[src/rtl/cfb_pkg.sv]
// Shared types, constants and the CRC-8 byte step for the frame builder.
package cfb_pkg;

    // Framing bytes.
    localparam logic [7:0] START_HI = 8'hAA;
    localparam logic [7:0] START_LO = 8'h55;
    localparam logic [7:0] END_HI   = 8'h55;
    localparam logic [7:0] END_LO   = 8'hAA;

    // CRC-8 polynomial and top bit.
    localparam logic [7:0] CRC_POLY = 8'h07;
    localparam logic [7:0] CRC_TOP  = 8'h80;

    // The inner length counts the payload plus timestamp and type.
    localparam logic [8:0] INNER_LEN_EXTRA = 9'd5;

    // Queue between the front and back parts.
    localparam int QUEUE_DEPTH = 4;
    localparam int QPTR_W      = 2;
    localparam int QCNT_W      = 3;

    // One input item.
    typedef struct packed {
        logic [15:0] dest_addr;
        logic [7:0]  dest_channel;
        logic [31:0] stamp;
        logic [7:0]  frame_kind;
        logic [7:0]  payload_count;
        logic [7:0]  payload_byte;
    } cfb_in_t;

    // One result item.
    typedef struct packed {
        logic [7:0] out_byte;
        logic       run_last;
        logic       frame_done;
    } cfb_out_t;

    // Classified item as handed from the front to the back.
    typedef struct packed {
        logic        first;
        logic        has_payload;
        logic        closes;
        logic [15:0] dest_addr;
        logic [7:0]  dest_channel;
        logic [31:0] stamp;
        logic [7:0]  frame_kind;
        logic [8:0]  inner_len;
        logic [7:0]  payload_byte;
    } cfb_desc_t;

    // Folds one byte into the CRC, most significant bit first.
    function automatic logic [7:0] crc8_fold(input logic [7:0] crc, input logic [7:0] b);
        logic [7:0] c;
        c = crc ^ b;
        for (int i = 0; i < 8; i++) begin
            if ((c & CRC_TOP) != 8'h00) begin
                c = (c << 1) ^ CRC_POLY;
            end else begin
                c = c << 1;
            end
        end
        return c;
    endfunction

endpackage

[src/rtl/crc8_frame_builder.sv]
// The first byte of an item passes through the queue and the output register.
// Throughput: one output byte per cycle while an item is queued and the output is
// not stalled, set by the back part's byte sequencer.
// The four-entry queue lets the input keep accepting while header bytes drain.
// Reset (synchronous, active low) empties the queue and starts a new frame.
module crc8_frame_builder #(
    parameter int MAX_PAYLOAD = 255
) (
    input  logic              aclk,
    input  logic              aresetn,
    input  logic              s_valid,
    output logic              s_ready,
    input  cfb_pkg::cfb_in_t  s_item,
    output logic              m_valid,
    input  logic              m_ready,
    output cfb_pkg::cfb_out_t m_item
);
    import cfb_pkg::*;

    logic      q_push;
    logic      q_full;
    logic      q_pop;
    logic      q_not_empty;
    cfb_desc_t push_desc;
    cfb_desc_t head_desc;

    // Classification of incoming items.
    cfb_front #(
        .MAX_PAYLOAD(MAX_PAYLOAD)
    ) u_front (
        .aclk    (aclk),
        .aresetn (aresetn),
        .s_valid (s_valid),
        .s_ready (s_ready),
        .s_item  (s_item),
        .q_full  (q_full),
        .q_push  (q_push),
        .q_desc  (push_desc)
    );

    // Decoupling queue.
    cfb_queue u_queue (
        .aclk      (aclk),
        .aresetn   (aresetn),
        .push      (q_push),
        .push_desc (push_desc),
        .full      (q_full),
        .pop       (q_pop),
        .not_empty (q_not_empty),
        .head_desc (head_desc)
    );

    // Byte sequencing and CRC.
    cfb_back u_back (
        .aclk        (aclk),
        .aresetn     (aresetn),
        .q_not_empty (q_not_empty),
        .q_head      (head_desc),
        .q_pop       (q_pop),
        .m_valid     (m_valid),
        .m_ready     (m_ready),
        .m_item      (m_item)
    );

endmodule

[src/rtl/cfb_front.sv]
// Front part: accepts items, tracks frame position and classifies each item.
module cfb_front #(
    parameter int MAX_PAYLOAD = 255
) (
    input  logic               aclk,
    input  logic               aresetn,
    input  logic               s_valid,
    output logic               s_ready,
    input  cfb_pkg::cfb_in_t   s_item,
    input  logic               q_full,
    output logic               q_push,
    output cfb_pkg::cfb_desc_t q_desc
);
    import cfb_pkg::*;

    logic       in_frame_reg;
    logic       in_frame_next;
    logic [7:0] bytes_left_reg;
    logic [7:0] bytes_left_next;
    logic [7:0] cnt_sat;
    logic [7:0] left_dec;

    assign s_ready = !q_full;
    assign q_push  = s_valid && !q_full;

    // Clamp the payload count to the largest supported payload.
    assign cnt_sat = (s_item.payload_count > 8'(MAX_PAYLOAD)) ? 8'(MAX_PAYLOAD)
                                                              : s_item.payload_count;
    assign left_dec = (bytes_left_reg != 8'd0) ? bytes_left_reg - 8'd1 : 8'd0;

    // Classify the item and work out the frame position after it.
    always_comb begin
        q_desc.dest_addr    = s_item.dest_addr;
        q_desc.dest_channel = s_item.dest_channel;
        q_desc.stamp        = s_item.stamp;
        q_desc.frame_kind   = s_item.frame_kind;
        q_desc.payload_byte = s_item.payload_byte;
        q_desc.inner_len    = {1'b0, cnt_sat} + INNER_LEN_EXTRA;
        if (!in_frame_reg) begin
            q_desc.first       = 1'b1;
            q_desc.has_payload = (cnt_sat != 8'd0);
            q_desc.closes      = (cnt_sat <= 8'd1);
            bytes_left_next    = (cnt_sat != 8'd0) ? cnt_sat - 8'd1 : 8'd0;
            in_frame_next      = (cnt_sat > 8'd1);
        end else begin
            q_desc.first       = 1'b0;
            q_desc.has_payload = 1'b1;
            q_desc.closes      = (left_dec == 8'd0);
            bytes_left_next    = left_dec;
            in_frame_next      = (left_dec != 8'd0);
        end
    end

    // Frame position registers.
    always_ff @(posedge aclk) begin
        if (!aresetn) begin
            in_frame_reg   <= 1'b0;
            bytes_left_reg <= 8'd0;
        end else if (q_push) begin
            in_frame_reg   <= in_frame_next;
            bytes_left_reg <= bytes_left_next;
        end
    end

endmodule

[src/rtl/cfb_queue.sv]
// Short queue of classified items between the front and back parts.
module cfb_queue (
    input  logic               aclk,
    input  logic               aresetn,
    input  logic               push,
    input  cfb_pkg::cfb_desc_t push_desc,
    output logic               full,
    input  logic               pop,
    output logic               not_empty,
    output cfb_pkg::cfb_desc_t head_desc
);
    import cfb_pkg::*;

    cfb_desc_t         slot_reg [QUEUE_DEPTH];
    logic [QPTR_W-1:0] wr_ptr_reg;
    logic [QPTR_W-1:0] rd_ptr_reg;
    logic [QCNT_W-1:0] count_reg;
    logic              do_push;
    logic              do_pop;

    assign full      = (count_reg == QCNT_W'(QUEUE_DEPTH));
    assign not_empty = (count_reg != '0);
    assign do_push   = push && !full;
    assign do_pop    = pop && not_empty;
    assign head_desc = slot_reg[rd_ptr_reg];

    // Storage slots.
    always_ff @(posedge aclk) begin
        if (do_push) begin
            slot_reg[wr_ptr_reg] <= push_desc;
        end
    end

    // Pointers and fill count.
    always_ff @(posedge aclk) begin
        if (!aresetn) begin
            wr_ptr_reg <= '0;
            rd_ptr_reg <= '0;
            count_reg  <= '0;
        end else begin
            if (do_push) begin
                wr_ptr_reg <= wr_ptr_reg + QPTR_W'(1);
            end
            if (do_pop) begin
                rd_ptr_reg <= rd_ptr_reg + QPTR_W'(1);
            end
            if (do_push && !do_pop) begin
                count_reg <= count_reg + QCNT_W'(1);
            end else if (do_pop && !do_push) begin
                count_reg <= count_reg - QCNT_W'(1);
            end
        end
    end

endmodule

[src/rtl/cfb_back.sv]
// Back part: steps through the bytes of each queued item and keeps the CRC.
module cfb_back (
    input  logic               aclk,
    input  logic               aresetn,
    input  logic               q_not_empty,
    input  cfb_pkg::cfb_desc_t q_head,
    output logic               q_pop,
    output logic               m_valid,
    input  logic               m_ready,
    output cfb_pkg::cfb_out_t  m_item
);
    import cfb_pkg::*;

    // Byte positions within a frame.
    localparam logic [3:0] STEP_ADDR_HI = 4'd0;
    localparam logic [3:0] STEP_ADDR_LO = 4'd1;
    localparam logic [3:0] STEP_CHAN    = 4'd2;
    localparam logic [3:0] STEP_SOF_HI  = 4'd3;
    localparam logic [3:0] STEP_SOF_LO  = 4'd4;
    localparam logic [3:0] STEP_LEN_HI  = 4'd5;
    localparam logic [3:0] STEP_LEN_LO  = 4'd6;
    localparam logic [3:0] STEP_TS3     = 4'd7;
    localparam logic [3:0] STEP_TS2     = 4'd8;
    localparam logic [3:0] STEP_TS1     = 4'd9;
    localparam logic [3:0] STEP_TS0     = 4'd10;
    localparam logic [3:0] STEP_KIND    = 4'd11;
    localparam logic [3:0] STEP_PAY     = 4'd12;
    localparam logic [3:0] STEP_CRC     = 4'd13;
    localparam logic [3:0] STEP_EOF_HI  = 4'd14;
    localparam logic [3:0] STEP_EOF_LO  = 4'd15;

    logic       active_reg;
    logic       active_next;
    logic [3:0] step_reg;
    logic [3:0] step_next;
    logic [7:0] crc_reg;
    logic [7:0] crc_next;
    logic       m_valid_reg;
    cfb_out_t   m_item_reg;
    logic [3:0] cur_step;
    logic       advance;
    logic       item_end;
    logic [7:0] cur_byte;
    logic [7:0] crc_base;

    assign m_valid = m_valid_reg;
    assign m_item  = m_item_reg;

    // A byte moves into the output register when there is work and room.
    assign advance  = q_not_empty && (!m_valid_reg || m_ready);
    assign cur_step = active_reg ? step_reg : (q_head.first ? STEP_ADDR_HI : STEP_PAY);
    assign q_pop    = advance && item_end;

    // Select the byte for the current step.
    always_comb begin
        unique case (cur_step)
            STEP_ADDR_HI: cur_byte = q_head.dest_addr[15:8];
            STEP_ADDR_LO: cur_byte = q_head.dest_addr[7:0];
            STEP_CHAN:    cur_byte = q_head.dest_channel;
            STEP_SOF_HI:  cur_byte = START_HI;
            STEP_SOF_LO:  cur_byte = START_LO;
            STEP_LEN_HI:  cur_byte = {7'd0, q_head.inner_len[8]};
            STEP_LEN_LO:  cur_byte = q_head.inner_len[7:0];
            STEP_TS3:     cur_byte = q_head.stamp[31:24];
            STEP_TS2:     cur_byte = q_head.stamp[23:16];
            STEP_TS1:     cur_byte = q_head.stamp[15:8];
            STEP_TS0:     cur_byte = q_head.stamp[7:0];
            STEP_KIND:    cur_byte = q_head.frame_kind;
            STEP_PAY:     cur_byte = q_head.payload_byte;
            STEP_CRC:     cur_byte = crc_reg;
            STEP_EOF_HI:  cur_byte = END_HI;
            STEP_EOF_LO:  cur_byte = END_LO;
            default:      cur_byte = 8'h00;
        endcase
    end

    // Decide the following step and whether this byte ends the item.
    always_comb begin
        item_end  = 1'b0;
        step_next = cur_step + 4'd1;
        unique case (cur_step)
            STEP_KIND: begin
                step_next = q_head.has_payload ? STEP_PAY : STEP_CRC;
            end
            STEP_PAY: begin
                step_next = STEP_CRC;
                item_end  = !q_head.closes;
            end
            STEP_EOF_LO: begin
                step_next = STEP_ADDR_HI;
                item_end  = 1'b1;
            end
            default: begin
                step_next = cur_step + 4'd1;
            end
        endcase
        active_next = !item_end;
    end

    // The CRC restarts at the first timestamp byte and folds through the payload.
    always_comb begin
        crc_base = (cur_step == STEP_TS3) ? 8'h00 : crc_reg;
        if (cur_step >= STEP_TS3 && cur_step <= STEP_PAY) begin
            crc_next = crc8_fold(crc_base, cur_byte);
        end else if (cur_step == STEP_EOF_LO) begin
            crc_next = 8'h00;
        end else begin
            crc_next = crc_reg;
        end
    end

    // Sequencer state and CRC.
    always_ff @(posedge aclk) begin
        if (!aresetn) begin
            active_reg <= 1'b0;
            step_reg   <= STEP_ADDR_HI;
            crc_reg    <= 8'h00;
        end else if (advance) begin
            active_reg <= active_next;
            step_reg   <= step_next;
            crc_reg    <= crc_next;
        end
    end

    // Output register.
    always_ff @(posedge aclk) begin
        if (!aresetn) begin
            m_valid_reg <= 1'b0;
        end else if (advance) begin
            m_valid_reg <= 1'b1;
        end else if (m_ready) begin
            m_valid_reg <= 1'b0;
        end
    end

    always_ff @(posedge aclk) begin
        if (advance) begin
            m_item_reg.out_byte   <= cur_byte;
            m_item_reg.run_last   <= item_end;
            m_item_reg.frame_done <= (cur_step == STEP_EOF_LO);
        end
    end

endmodule

[config.mk]
export PLATFORM = sky130hd
export DESIGN_NAME = crc8_frame_builder
export DESIGN_NICKNAME = d
export VERILOG_FILES = /design/src/rtl/cfb_pkg.sv /design/src/rtl/crc8_frame_builder.sv /design/src/rtl/cfb_front.sv /design/src/rtl/cfb_queue.sv /design/src/rtl/cfb_back.sv
export SDC_FILE = /design/constraint.sdc
export NUM_CORES = 1
export LEC_CHECK = 0
export CAP_MARGIN = 20
export CORE_ASPECT_RATIO = 0.6
export CORE_MARGIN = 2
export CORE_UTILIZATION = 55
export DETAILED_ROUTE_END_ITERATION = 8
export DONT_BUFFER_PORTS = 1
export HOLD_SLACK_MARGIN = 0.03
export PLACE_DENSITY_LB_ADDON = 0.2
export SYNTH_ARGS = -nofsm -noshare
export SYNTH_HDL_FRONTEND = slang
export SYNTH_SLANG_ARGS = --single-unit
[constraint.sdc]
create_clock -name aclk -period 5.8 [get_ports aclk]
set_clock_uncertainty 0.2 [all_clocks]
set_input_delay 0.29 -clock aclk [delete_from_list [all_inputs] [get_ports aclk]]
set_output_delay 0.29 -clock aclk [all_outputs]
set_load 0.01 [all_outputs]
==> impl_metrics.py <==
metrics = {
    "floorplan": {
        "die_area_um2": 30600,
        "design.core.area_um2": 28700,
        "fp.dieH_um": 136,
        "ios": 96,
        "start_util_pct": 55.8,
        "die_width_um": 224,
        "row_count": 48,
    },
    "synth": {
        "yosysMostFrequentCell": "edfxtp_1",
        "yosys-top-cells-count": "edfxtp_1 (346), mux4_2 (42), mux4_1 (41)",
        "netlist_instances": 862,
        "yosysSeqAreaShare_pct": 68.8,
        "synth-edff-count": 346,
        "synthTopCellsByArea": "edfxtp_1 (65%), mux4_1 (6.7%), mux4_2 (5.9%), dfxtp_1 (4.0%), a22oi_1 (1.4%)",
        "async_flop_share_pct": 0,
        "synth_top_area_cell": "edfxtp_1",
        "syn_area_um2": 16000,
        "synth_top_area_share_pct": 64.8,
        "avgSynthCellArea_um2": 18.6,
        "synth_nets": 960,
        "ys.flop_type": "edfxtp_1",
        "yosysWarnings": 0,
        "synth_seq_cells": 378,
        "synthDistinctLibCells": 68,
    },
    "finish": {
        "drive_gt1_share_pct": 13.2,
        "final_cells": 1341,
        "syn2layout_area_growth_pct": 12.6,
        "final_net_count": 1037,
        "largest_reg_flops": 336,
    },
    "timing": {
        "period_minus_slack_ns": 4.79,
        "hold_viol_final": 0,
        "tns_ns": 0,
        "fin_crit_sh_pct": 82.5,
        "slew_violations": 0,
        "max_slew_margin_pct": 35.5,
        "setup_violations": 0,
        "clock.fmax_mhz": 209,
        "tightestPinTransition_ns": 0.961,
        "worst_slack_ns": 1.01,
        "grt_setup_unrepaired": "no",
    },
    "pwr": {
        "internal_power_mw": 5.75,
        "p_total_mw": 8.21,
        "p_sw_share_pct": 30.0,
        "p_switching_mw": 2.47,
        "vdd_ir_drop_max_uv": 253,
        "leakage_nw": 5.85,
        "clockPowerShare_pct": 28.4,
        "seq_power_share_pct": 44.6,
        "p_per_area_nw_per_um2": 455,
        "combPwrFrac_pct": 27.0,
    },
    "hold_path": {
        "hold_path_depth": 2,
        "hold_class": "in2reg",
    },
    "detailed_routing": {
        "via_per_inst": 6.22,
        "antenna_left": 0,
        "wl_per_cell_um": 24.8,
        "num_vias": 8343,
        "wl_um": 33200,
        "drtIter0Drc": 792,
        "post-route-drc-count": 0,
        "first_pass_iters": 5,
    },
    "cts": {
        "h-tree-depth": 2,
        "cts_buffers": 35,
        "cts.sinks": 378,
        "cts-hold-fix-buffers": 81,
        "clk-insertion-delay-late_ns": 0.53,
        "cts_tree": "done",
        "cts.path.max_buffers": 3,
        "cts_resized": 0,
        "cts_root_buf": "clkbuf_16",
        "postCtsSetupBuffers": 0,
        "clk_pin_slew_worst_paths_ns": 0.06,
    },
    "placement": {
        "gp_congestion": 0.922,
        "dp_cells": 1195,
        "dpl_worst_slack_ns": 1.21,
        "hpwlAfterDp_um": 20900,
        "io_buffers": 0,
    },
    "critical_path": {
        "required_ns": 6.03,
        "crit_type": "reg2reg",
        "ff2ff_path_depth": 13,
        "cp-end-kind": "register",
        "critPathLaunchType": "register",
        "crit_arrival_ns": 5.01,
        "cp_max_fo": 22,
    },
    "flow_run": {
        "maxCapViolCount": 0,
    },
    "global_route": {
        "grt_pass1_wl_um": 50100,
        "track_usage_pct": 22.4,
        "antenna_found_initial": 1,
        "grt.overflow.total": 0,
        "grt_pass1_vias": 8295,
        "grt_max_degree": 58,
    },
    "outcome": {
        "status": "complete, no violations",
    },
}
-- power by group through the flow --
stage | sequential [mW] | clock, mW | combinational [mW]
final | 3.66 | 2.34 | 2.21
after floorplan | 3.58 | 0 | 1.80
after global placement | 3.69 | 0 | 2.06
after global routing | 3.70 | 2.48 | 2.36
after CTS | 3.66 | 2.38 | 2.20
after detailed placement | 3.72 | 0 | 2.11
-- cell type report --
class	count	area (µm²)
flip-flops and latches	378	11000
fillers	1998	10700
multi-input cells	418	4420
clock buffers	43	927
repair buffers	89	887
well taps	375	469
clock inverters	20	239
inverters	17	63.8
diodes	1	2.50
-- critical path, stage by stage, from the launching register on --
cell	delay (ns)
dfxtp_1	0.78
nand2_1	0.24
inv_1	0.16
ha_1	0.65
and4b_1	0.60
a22oi_1	0.17
nand3_1	0.21
a311oi_2	0.07
a41oi_1	0.50
xor2_1	0.40
xnor2_2	0.18
xnor2_1	0.28
xor2_1	0.19
o21ai_1	0.07
-- kinds of logic after synthesis --
logic type | after synthesis | share of synthesized area (%)
xor gates and xnor gates | 43 | 2.82
AOI/OAI and AO/OA | 99 | 4.66
and+or+nand+nor | 171 | 5.67
adders and majority gates | 14 | 1.14
muxes | 91 | 13.1
buffers and inverters | 66 | 3.75
DFF | 378 | 68.8
-- worst paths after layout --
kind	startpoint	to	slack [ns]
setup reg to reg	u_back.active_reg	u_back.crc_reg[2]	1.01
hold reg to reg	u_queue.count_reg[2]	u_queue.count_reg[2]	0.33
hold / removal	s_item[10]	u_queue.slot_reg[1][14]	0.07
setup / recovery	u_back.active_reg	u_back.crc_reg[2]	1.01
-- per-layer routing --
metal / routed length (µm) / part of all wire, % / vias up / GRT usage [%]
met5: 0 / 0 / - / 0
met4: 615 / 1.9 / 0 / 5.67
met3: 2650 / 8.0 / 57 / 5.66
met2: 14900 / 45 / 333 / 33.6
met1: 15000 / 45 / 4273 / 33.1
li1: - / - / 3680 / -
-- stage by stage --
step,hold slack (ns),utilization (%),area [µm²]
2_1_floorplan,0.189,-,16000
3_3_place_gp,0.189,55.9,16100
3_5_place_dp,0.189,55.9,16100
4_1_cts,0.0508,62.8,18000
5_1_grt,0.0939,62.8,18000
6_report,0.0677,62.9,18000
-- layout by cell type (no fill, tap or decap), types with 14 or more instances in the layout --
cell type	instances
dlygate4sd3_1	81
nor2_1	22
dfxtp_1	30
xnor2_1	24
clkbuf_16	36
nand4_1	14
nand2_1	33
edfxtp_1	346
nor2b_1	15
inv_1	17
nand3_1	39
mux4_2	42
o21ai_0	15
a22oi_1	29
mux4_1	41
No activity file was read; power rests on OpenSTA's default activity.
